<file path="config.mk">
export PLATFORM = sky130hd
export DESIGN_NAME = set_assoc_cache_timing_with_write_buffer_top
export DESIGN_NICKNAME = d
export VERILOG_FILES = /design/src/rtl/core/sac_pkg.sv /design/src/rtl/core/sac_tag_store.sv /design/src/rtl/core/sac_wbuf.sv /design/src/rtl/core/set_assoc_cache_timing_with_write_buffer_top.sv
export SDC_FILE = /design/constraint.sdc
export NUM_CORES = 2
export LEC_CHECK = 0
export BUFFER_PORTS_ARGS = -buffer_cell sky130_fd_sc_hd__buf_2
export CAP_MARGIN = 25
export CORE_ASPECT_RATIO = 1.25
export CORE_MARGIN = 2
export CORE_UTILIZATION = 50
export DETAILED_ROUTE_END_ITERATION = 16
export HOLD_SLACK_MARGIN = 0.08
export PLACE_DENSITY = 0.67
export SETUP_SLACK_MARGIN = 0.02
export SYNTH_ARGS = -nofsm -noshare
export SYNTH_HDL_FRONTEND = slang
export SYNTH_HIERARCHICAL = 1
export SYNTH_SLANG_ARGS = --single-unit
</file>
<file path="constraint.sdc">
create_clock -name clk -period 18.7 [get_ports clk]
set_input_delay 1.87 -clock clk [delete_from_list [all_inputs] [get_ports clk]]
set_output_delay 1.87 -clock clk [all_outputs]
set_load 0.02 [all_outputs]
</file>
<file path="src/rtl/core/sac_pkg.sv">
// Shared types and constants for the set-associative cache timing block.
// No dependencies.
package sac_pkg;

  localparam int ADDR_W = 32;
  localparam int TIME_W = 32;
  localparam int CNT_W  = 32;
  localparam int LAT_W  = 10;
  localparam int CFG_W  = 8;
  localparam int STAT_W = 2;
  localparam int CFG_IDX_W = 2;

  localparam logic [STAT_W-1:0] ST_INVALID = 2'd0;
  localparam logic [STAT_W-1:0] ST_VALID   = 2'd1;
  localparam logic [STAT_W-1:0] ST_DIRTY   = 2'd2;

  localparam logic [CFG_IDX_W-1:0] REG_MEM_READ    = 2'd0;
  localparam logic [CFG_IDX_W-1:0] REG_BUF_WRITE   = 2'd1;
  localparam logic [CFG_IDX_W-1:0] REG_BUF_FLUSH   = 2'd2;

  localparam logic [CFG_W-1:0] MEM_READ_RST  = 8'd75;
  localparam logic [CFG_W-1:0] BUF_WRITE_RST = 8'd1;
  localparam logic [CFG_W-1:0] BUF_FLUSH_RST = 8'd20;

  typedef enum logic [1:0] {
    WB_MATCH,
    WB_FREE,
    WB_FLUSH
  } sac_wb_kind_t;

  typedef struct packed {
    logic              func;
    logic [ADDR_W-1:0] address;
    logic [TIME_W-1:0] request_time;
    logic [TIME_W-1:0] current_cycle;
  } sac_in_t;

  typedef struct packed {
    logic             hit;
    logic [LAT_W-1:0] latency;
    logic [CNT_W-1:0] read_total;
    logic [CNT_W-1:0] write_total;
    logic [CNT_W-1:0] read_hit_total;
    logic [CNT_W-1:0] write_hit_total;
  } sac_out_t;

endpackage

</file>
<file path="src/rtl/core/sac_tag_store.sv">
// Tag store: one row per set holding all ways, synchronous read, one write port.
// Per-row written bits make never-written rows read as zero. Depends on sac_pkg.
module sac_tag_store
  import sac_pkg::*;
#(
  parameter int SETS  = 4,
  parameter int ROW_W = 120
) (
  input  logic                            clk,
  input  logic                            rst_n,
  input  logic                            rd_en,
  input  logic [(SETS>1?$clog2(SETS):1)-1:0] rd_addr,
  output logic [ROW_W-1:0]                rd_data,
  input  logic                            wr_en,
  input  logic [(SETS>1?$clog2(SETS):1)-1:0] wr_addr,
  input  logic [ROW_W-1:0]                wr_data
);

  logic [ROW_W-1:0] mem [SETS];
  logic [SETS-1:0]  written_r;
  logic [ROW_W-1:0] rd_data_r;
  logic             rd_ok_r;

  always_ff @(posedge clk) begin
    if (wr_en) begin
      mem[wr_addr] <= wr_data;
    end
    if (rd_en) begin
      rd_data_r <= mem[rd_addr];
    end
  end

  always_ff @(posedge clk) begin
    if (!rst_n) begin
      written_r <= '0;
      rd_ok_r   <= 1'b0;
    end else begin
      if (wr_en) begin
        written_r[wr_addr] <= 1'b1;
      end
      if (rd_en) begin
        rd_ok_r <= written_r[rd_addr];
      end
    end
  end

  assign rd_data = rd_ok_r ? rd_data_r : '0;

endmodule

</file>
<file path="src/rtl/core/sac_wbuf.sv">
// Tag-only write buffer: lookup, lowest-free-slot insert and full flush.
// Depends on sac_pkg.
module sac_wbuf
  import sac_pkg::*;
#(
  parameter int SLOTS = 4,
  parameter int TAG_W = 26
) (
  input  logic             clk,
  input  logic             rst_n,
  input  logic             push,
  input  logic [TAG_W-1:0] tag,
  output sac_wb_kind_t     kind
);

  localparam int SLOT_W = SLOTS > 1 ? $clog2(SLOTS) : 1;

  logic [SLOTS-1:0] valid_r;
  logic [TAG_W-1:0] tag_r [SLOTS];
  logic             match;
  logic             free;
  logic [SLOT_W-1:0] free_idx;

  always_comb begin
    match    = 1'b0;
    free     = 1'b0;
    free_idx = '0;
    for (int s = 0; s < SLOTS; s++) begin
      if (valid_r[s] && tag_r[s] == tag) begin
        match = 1'b1;
      end
    end
    for (int s = SLOTS - 1; s >= 0; s--) begin
      if (!valid_r[s]) begin
        free     = 1'b1;
        free_idx = SLOT_W'(s);
      end
    end
    if (match) begin
      kind = WB_MATCH;
    end else if (free) begin
      kind = WB_FREE;
    end else begin
      kind = WB_FLUSH;
    end
  end

  always_ff @(posedge clk) begin
    if (!rst_n) begin
      valid_r <= '0;
    end else if (push) begin
      case (kind)
        WB_FREE: begin
          valid_r[free_idx] <= 1'b1;
        end
        WB_FLUSH: begin
          valid_r <= SLOTS'(1);
        end
        default: begin
        end
      endcase
    end
  end

  always_ff @(posedge clk) begin
    if (push) begin
      case (kind)
        WB_FREE:  tag_r[free_idx] <= tag;
        WB_FLUSH: tag_r[0]        <= tag;
        default: begin
        end
      endcase
    end
  end

endmodule

</file>
<file path="src/rtl/core/set_assoc_cache_timing_with_write_buffer_top.sv">
// Cache timing top: tag store read-modify-write, write buffer, counters.
// Result: accept registers busy_r, then busy_r registers out_valid and out_data.
// No new access is accepted while busy is high, during the tag store write-back of the row read.
// Results cannot be stalled; out_valid is a one-cycle strobe.
// Reset: registers to defaults, all lines invalid, buffer empty, counters zero.
// Depends on sac_pkg, sac_tag_store, sac_wbuf.
module set_assoc_cache_timing_with_write_buffer_top
  import sac_pkg::*;
#(
  parameter int NUM_SETS     = 4,
  parameter int NUM_WAYS     = 2,
  parameter int LINE_BYTES   = 16,
  parameter int BUFFER_SLOTS = 4
) (
  input  logic                 clk,
  input  logic                 rst_n,
  input  logic                 start,
  output logic                 busy,
  input  sac_in_t              in_data,
  output logic                 out_valid,
  output sac_out_t             out_data,
  input  logic                 cfg_we,
  input  logic [CFG_IDX_W-1:0] cfg_index,
  input  logic [CFG_W-1:0]     cfg_wdata
);

  localparam int OFF_W  = $clog2(LINE_BYTES);
  localparam int SB     = $clog2(NUM_SETS);
  localparam int SET_W  = NUM_SETS > 1 ? SB : 1;
  localparam int TAG_W  = ADDR_W - OFF_W - SB;
  localparam int LINE_W = TAG_W + STAT_W + TIME_W;
  localparam int ROW_W  = NUM_WAYS * LINE_W;
  localparam int WAY_W  = NUM_WAYS > 1 ? $clog2(NUM_WAYS) : 1;

  logic [CFG_W-1:0] mem_rd_r, buf_wr_r, buf_fl_r;
  logic             busy_r;
  logic             func_r;
  logic [SET_W-1:0] set_r;
  logic [TAG_W-1:0] tag_r;
  logic [TIME_W-1:0] req_r, now_r;
  logic [CNT_W-1:0] rd_cnt_r, wr_cnt_r, rd_hit_cnt_r, wr_hit_cnt_r;
  logic [CNT_W-1:0] rd_cnt_nxt, wr_cnt_nxt, rd_hit_cnt_nxt, wr_hit_cnt_nxt;
  logic             out_valid_r;
  sac_out_t         out_data_r;

  logic             accept;
  logic [SET_W-1:0] in_set;
  logic [NUM_WAYS-1:0][LINE_W-1:0] row_rd, row_wr;
  logic [TAG_W-1:0]  way_tag  [NUM_WAYS];
  logic [STAT_W-1:0] way_stat [NUM_WAYS];
  logic [TIME_W-1:0] way_time [NUM_WAYS];

  logic             hit;
  logic [WAY_W-1:0] hit_way, victim, sel_way;
  logic [TIME_W-1:0] oldest;
  logic             push;
  sac_wb_kind_t     wb_kind;
  logic [LAT_W-1:0] wb_cost, latency;
  logic [TAG_W-1:0] sel_tag;
  logic [STAT_W-1:0] sel_stat, new_stat;
  logic [TIME_W-1:0] new_time;

  assign accept = start && !busy_r;
  assign busy   = busy_r;
  assign in_set = SET_W'(in_data.address >> OFF_W) & SET_W'(NUM_SETS - 1);

  sac_tag_store #(
    .SETS  (NUM_SETS),
    .ROW_W (ROW_W)
  ) u_store (
    .clk     (clk),
    .rst_n   (rst_n),
    .rd_en   (accept),
    .rd_addr (in_set),
    .rd_data (row_rd),
    .wr_en   (busy_r),
    .wr_addr (set_r),
    .wr_data (row_wr)
  );

  always_comb begin
    for (int w = 0; w < NUM_WAYS; w++) begin
      way_tag[w]  = row_rd[w][TAG_W-1:0];
      way_stat[w] = row_rd[w][TAG_W +: STAT_W];
      way_time[w] = row_rd[w][TAG_W + STAT_W +: TIME_W];
    end
  end

  always_comb begin
    hit     = 1'b0;
    hit_way = '0;
    victim  = '0;
    oldest  = req_r;
    for (int w = 0; w < NUM_WAYS; w++) begin
      if (!hit && way_stat[w] != ST_INVALID && way_tag[w] == tag_r) begin
        hit     = 1'b1;
        hit_way = WAY_W'(w);
      end
      if (way_time[w] < oldest) begin
        oldest = way_time[w];
        victim = WAY_W'(w);
      end
    end
  end

  assign sel_way  = hit ? hit_way : victim;
  assign sel_tag  = way_tag[sel_way];
  assign sel_stat = way_stat[sel_way];
  assign push     = busy_r && !hit && sel_stat == ST_DIRTY;

  sac_wbuf #(
    .SLOTS (BUFFER_SLOTS),
    .TAG_W (TAG_W)
  ) u_wbuf (
    .clk   (clk),
    .rst_n (rst_n),
    .push  (push),
    .tag   (sel_tag),
    .kind  (wb_kind)
  );

  always_comb begin
    wb_cost = '0;
    if (sel_stat == ST_DIRTY) begin
      case (wb_kind)
        WB_FREE:  wb_cost = LAT_W'(buf_wr_r);
        WB_FLUSH: wb_cost = LAT_W'(buf_wr_r) + LAT_W'(buf_fl_r);
        default:  wb_cost = '0;
      endcase
    end
    latency  = hit ? '0 : wb_cost + LAT_W'(mem_rd_r);
    new_time = hit ? now_r : req_r + TIME_W'(latency);
    if (hit) begin
      new_stat = func_r ? ST_DIRTY : sel_stat;
    end else begin
      new_stat = func_r ? ST_DIRTY : ST_VALID;
    end
    row_wr = row_rd;
    row_wr[sel_way] = {new_time, new_stat, hit ? sel_tag : tag_r};
  end

  always_comb begin
    rd_cnt_nxt     = rd_cnt_r + CNT_W'(!func_r);
    wr_cnt_nxt     = wr_cnt_r + CNT_W'(func_r);
    rd_hit_cnt_nxt = rd_hit_cnt_r + CNT_W'(!func_r && hit);
    wr_hit_cnt_nxt = wr_hit_cnt_r + CNT_W'(func_r && hit);
  end

  always_ff @(posedge clk) begin
    if (!rst_n) begin
      mem_rd_r     <= MEM_READ_RST;
      buf_wr_r     <= BUF_WRITE_RST;
      buf_fl_r     <= BUF_FLUSH_RST;
      busy_r       <= 1'b0;
      out_valid_r  <= 1'b0;
      rd_cnt_r     <= '0;
      wr_cnt_r     <= '0;
      rd_hit_cnt_r <= '0;
      wr_hit_cnt_r <= '0;
    end else begin
      if (cfg_we) begin
        case (cfg_index)
          REG_MEM_READ:  mem_rd_r <= cfg_wdata;
          REG_BUF_WRITE: buf_wr_r <= cfg_wdata;
          REG_BUF_FLUSH: buf_fl_r <= cfg_wdata;
          default: begin
          end
        endcase
      end
      busy_r      <= accept;
      out_valid_r <= busy_r;
      if (busy_r) begin
        rd_cnt_r     <= rd_cnt_nxt;
        wr_cnt_r     <= wr_cnt_nxt;
        rd_hit_cnt_r <= rd_hit_cnt_nxt;
        wr_hit_cnt_r <= wr_hit_cnt_nxt;
      end
    end
  end

  always_ff @(posedge clk) begin
    if (accept) begin
      func_r <= in_data.func;
      set_r  <= in_set;
      tag_r  <= TAG_W'(in_data.address >> (OFF_W + SB));
      req_r  <= in_data.request_time;
      now_r  <= in_data.current_cycle;
    end
    if (busy_r) begin
      out_data_r.hit             <= hit;
      out_data_r.latency         <= latency;
      out_data_r.read_total      <= rd_cnt_nxt;
      out_data_r.write_total     <= wr_cnt_nxt;
      out_data_r.read_hit_total  <= rd_hit_cnt_nxt;
      out_data_r.write_hit_total <= wr_hit_cnt_nxt;
    end
  end

  assign out_valid = out_valid_r;
  assign out_data  = out_data_r;

endmodule

</file>
### Word level (Yosys, flattened, before mapping)

Memories as Yosys holds them, arrays and structs flattened. A register that Yosys moved wholly into a read port is not among the register bits.
Cells that the tools add are included.

* equal/unequal tests: 11
* bitwise operators: 3
* muxes and demuxes: 56
* magnitude comparators: 10
* reductions and logical operators: 28
* add/sub/neg operators: 7

Operator list (number)
* $eq 26x26->1: 6
* $mux 26: 5
* $add 32x1->32: 4
* $bwmux 120: 1
* $mux 120: 1
* $lt 32x32->1: 2
* $mux 32: 2
* $demux 60 s1: 1
* $mux 60: 1
* $add 32x10->32: 1
* $mux 2: 13
* $reduce_or 26->1: 1
* $mux 1: 25
* $pmux 9 s2: 1
* $logic_and 1x1->1: 15
* $add 10x8->10: 1
* $mux 10: 1
* $add 8x8->9: 1
* $lt 2x3->1 const B: 3
* $mux 9: 1
* $or 4x4->4: 2
* $pmux 4 s2: 1
* $reduce_and 2->1: 4
* $eq 2x2->1 const B: 3
* 11 further kinds: 19

* logic and storage cells: 140
* RAM bits: 584
* input port bits: 111
* memories: 2
* flip-flop bits (word level): 395
* output and inout bits: 141

Memory list
* u_store.mem: depth 4, bits a word 120, read ports 1, clocked after memory_dff 1, wr ports 1, line sac_tag_store.sv:19 `logic [ROW_W-1:0] mem [SETS];`
* u_wbuf.tag_r: depth 4, bits a word 26, read ports 4, clocked after memory_dff 0, wr ports 1, line sac_wbuf.sv:19 `logic [TAG_W-1:0] tag_r [SLOTS];`

### Longest topological paths before layout

* word-level depth: 28
* gate-level depth with buffers: 56

### By module

Netlist, hierarchy kept.

Modules (own cells, without submodules)
* sac_tag_store: cells each 900, area an instance 21933.5 um2, times used 1
* set_assoc_cache_timing_with_write_buffer_top: cells each 2047, area an instance 21430.6 um2, times used 1
* sac_wbuf: cells each 278, area an instance 4499.3 um2, times used 1

### Worst setup path after synthesis

OpenSTA, ideal clock, no wires.

* path kind: register to register
* start point: reg busy_r, in the netlist busy
* end point: reg u_store.rd_ok_r
* path slack: 5.768 ns
* arrival time: 12.814 ns
* cell stages (with the launch flop): 6
* setup time: 0.118 ns
* path through: dfxtp_1 > clkbuf_1 > clkbuf_1 > nor2b_1 > nand3_1 > o221ai_1

* longest elaborated chain between the ends: 2

Ends and longest elaborated chain
* start, declared: line set_assoc_cache_timing_with_write_buffer_top.sv:36 `logic busy_r;`
* start signal, assigned: line set_assoc_cache_timing_with_write_buffer_top.sv:170 `busy_r <= accept;`
* $logic_not 1->1: line set_assoc_cache_timing_with_write_buffer_top.sv:63 `assign accept = start && !busy_r;`
* $logic_and 1x1->1: line set_assoc_cache_timing_with_write_buffer_top.sv:63
* via accept: line set_assoc_cache_timing_with_write_buffer_top.sv:46 `logic accept;`
* end signal, assigned: line sac_tag_store.sv:42 `rd_ok_r <= written_r[rd_addr];`
* end, declared: line sac_tag_store.sv:22 `logic rd_ok_r;`

The timed path passes the listed nets, and every way through them passes these cells.
A chain may end at the register's enable or synchronous reset.

==> metrics.csv <==
metric,value,unit
ir_drop,0.0000865,V
arrival,14.67,ns
dr.first_iter.drc_count,1757,
cts_resized,0,
hp-start,u_store/written_r[1]$_SDFFE_PN0P_,
path_max_fanout,111,
setup_viol,0,
grt_pass1_vias,26200,
rr_endpoint,u_store/mem[3][107]$_DFFE_PP_,
port_buffers,247,
finalCriticalPeriod,14.25,ns
post_drt_wl_per_cell,20.5,um
hold_viol,0,
synth_seq_cells,1099,
synth_edf_count,936,
gp_congestion,0.818,
instances_no_fill,4793,
insertion_delay,0.69,ns
initial_core_util,0.506,
cts_tree,yes,
numCtsBuffers,109,
clock_power_share,0.392,
timing.final.crit_share,0.762,
switchingPower,1.22,mW
grt_max_degree,147,
antenna_found_initial,7,
crit_path_start_kind,register,
boundaryPins,252,
drv_cap,0,
synth_top_area_cell,edfxtp_1,
yosysWarnings,6,
rows,126,
h-tree-depth,3,
hold_depth,1,
worstMarginPinSlew,0.960,ns
clockBufferDepth,3,
synth-main-ff-cell,edfxtp_1,
area_growth,12.7,%
vias_per_cell,5.48,
finClkSkew,0.0378,ns
hpwl,62600,um
grt_util_all_layers,0.200,
r2r-start,u_store/rd_ok_r$_SDFFE_PN0P_,
crit_path_frequent_cell,o21ai_0,
drive_gt1_frac,0.189,
max_slew_margin,0.360,
synthCells,3225,
post-cts-setup-buffers,0,
status,"finished, final reports clean",
slowest_delay,0.73,ns
vias,26300,
drc,0,
clkTransAtPathRegs,0.06,ns
cp.required,19.13,ns
dp_cells,4585,
ant_nets,0,
ys_seq_area_frac,0.655,
powerDensity,101,nW/um^2
wl,98100,um
cts.sinks,1099,
min_path_type,reg2reg,
critical_path_class,reg2reg,
tns,0,ns
endpoint_kind,register,
p_sw_frac,0.225,
layout.nets,3695,
grt_pass1_wl,151000,um
p_int,4.20,mW
fmax,70.2,MHz
synthArstFlopShare,0,
dr.pass1.iters,5,
hold_ws,0.467,ns
rr_worst_depth,49,
mappedNetlistNets,3437,
syn_avg_cell_area,14.8,sq um
slew_violations,0,
r2r_slack,4.45,ns
yosys.area.top_type_share,0.587,
grt-ovfl-total,0,
root_buffer,clkbuf_16,
die_w,281,um
yosysUniqueCellTypes,73,
syn-cell-area,47900,sq um
core-area,94600,sq um
p_leak,19.7,nW
die_area,98200,sq um
dieHeight,350,um
crit_path_top_delay_cell,nor3_2,
hold_buffers,0,
min_to,u_store/written_r[1]$_SDFFE_PN0P_,
grt_setup_unrepaired,no,
synth.area.top_cells,"edfxtp_1 (59%), dfxtp_1 (6.8%), mux4_2 (5.6%), xnor2_1 (4.7%), and2_1 (3.0%)",
p_comb_frac,0.082,
pwr-share-seq,0.526,
[cells in the mapped netlist (22+ instances only)]
library cell and count:
edfxtp_1 936, xnor2_1 258, and2_1 229, nand2_1 180
dfxtp_1 163, xor2_1 162, nor2_1 133, mux4_2 120
a21oi_1 105, ha_1 98, mux2_2 95, clkbuf_1 78
nand3_1 70, nand4_1 62, inv_1 59, o21ai_0 57
and3_1 55, nor2b_1 49, mux2i_1 38, nor4_1 32
buf_2 31, mux2_1 28, nor3_1 22
[sequential cells by signal, indices dropped and copies added, names as in the netlist]
| signal | flops |
|---|---|
| buf_fl_r | 8 |
| buf_wr_r | 8 |
| busy | 1 |
| func_r | 1 |
| mem_rd_r | 8 |
| now_r | 32 |
| out_data | 139 |
| out_valid | 1 |
| rd_cnt_r | 32 |
| rd_hit_cnt_r | 32 |
| req_r | 32 |
| set_r | 2 |
| tag_r | 26 |
| u_store/mem | 480 |
| u_store/rd_data_r | 120 |
| u_store/rd_ok_r | 1 |
| u_store/written_r | 4 |
| u_wbuf/tag_r | 104 |
| u_wbuf/valid_r | 4 |
| wr_cnt_r | 32 |
| wr_hit_cnt_r | 32 |
[critical path, delay by kind of cell (launching register included)]
family                   cells  cell delay [ns]
AND/OR/NAND/NOR             15             3.89
XOR/XNOR                     2             0.38
flip-flops                   1             0.66
buffers and inverters        4             1.16
AO/OA/AOI/OAI               18             4.53
adder cells (fa/ha/maj)      6             1.74
multiplexers                 4             1.53
[power by group through the flow]
| stage | Sequential, mW | Combinational (mW) | Clock, mW |
|---|---|---|---|
| after global placement | 2.90 | 0.436 | 0 |
| after global routing | 2.86 | 0.488 | 2.27 |
| final | 2.85 | 0.445 | 2.12 |
| after floorplan | 2.92 | 0.316 | 0 |
| after CTS | 2.85 | 0.450 | 2.18 |
| after detailed placement | 2.90 | 0.448 | 0 |
[area by class of cell]
| type | count | area (sq um) |
|---|---|---|
| Clock inverter | 60 | 527 |
| Sequential cell | 1099 | 31400 |
| Fill cell | 7455 | 40700 |
| Antenna cell | 2 | 5.00 |
| Timing Repair Buffer | 280 | 1590 |
| Inverter | 60 | 225 |
| Tap cell | 1216 | 1520 |
| Clock buffer | 143 | 2970 |
| Multi-Input combinational cell | 1933 | 15700 |
[worst max path at each step]
stage	start	to	slack, ns	cells after the start
3_5_place_dp	u_store/rd_ok_r$_SDFFE_PN0P_	u_store/mem[1][107]$_DFFE_PP_	4.43	49
6_report	u_store/rd_ok_r$_SDFFE_PN0P_	u_store/mem[3][107]$_DFFE_PP_	4.45	49
4_1_cts	u_store/rd_ok_r$_SDFFE_PN0P_	u_store/mem[1][107]$_DFFE_PP_	4.39	49
5_1_grt	u_store/rd_ok_r$_SDFFE_PN0P_	u_store/mem[0][115]$_DFFE_PP_	3.61	49
2_1_floorplan	busy$_SDFF_PN0_	u_store/rd_ok_r$_SDFFE_PN0P_	5.77	5
3_3_place_gp	u_store/rd_ok_r$_SDFFE_PN0P_	u_store/mem[2][107]$_DFFE_PP_	4.53	49
[per-layer routing]
layer	GRT usage	wire length, um	part of all wire	vias to the layer above
met4	0.0679	2730	0.028	10
met5	0	67	0.00068	-
li1	-	-	-	12500
met3	0.0293	4620	0.047	152
met2	0.347	48800	0.50	650
met1	0.258	41900	0.43	13000
[per-stage QoR]
stage	total power [mW]	area, sq um	setup slack, ns	util
after global routing	5.62	53900	3.61	0.570
after floorplan	3.23	47900	5.77	-
final	5.42	53900	4.45	0.570
after detailed placement	3.35	50400	4.43	0.532
after global placement	3.34	50300	4.53	0.532
after CTS	5.48	53800	4.39	0.569
[cell usage in the layout, fill, tap and decap left out, types with 16 or more instances in the layout]
cell / netlist / final
and2_1: 229 / 229
xor2_1: 162 / 162
mux2_2: 95 / 95
mux2_1: 28 / 28
or3_1: 16 / 16
nor3_1: 22 / 21
nand4_1: 62 / 62
nor4_1: 32 / 32
buf_2: 31 / 244
edfxtp_1: 936 / 936
clkbuf_1: 78 / 26
and3_1: 55 / 54
nand2_1: 180 / 180
o21ai_0: 57 / 56
nor2b_1: 49 / 47
a21oi_1: 105 / 104
dfxtp_1: 163 / 161
ha_1: 98 / 98
buf_4: 1 / 28
clkbuf_16: 0 / 112
clkinv_1: 0 / 29
inv_1: 59 / 59
mux4_2: 120 / 120
mux2i_1: 38 / 38
nand3_1: 70 / 70
nor2_1: 133 / 132
xnor2_1: 258 / 258
[cells by family after synthesis]
logic type / Yosys count / share of synthesized area
mux: 281 / 0.0933
compound gates: 239 / 0.0296
simple gates: 892 / 0.0998
flops: 1099 / 0.655
fa+ha+maj: 101 / 0.0269
buf+inv: 193 / 0.0181
xor+xnor: 420 / 0.0769
No activity file was read; power rests on OpenSTA's default activity.
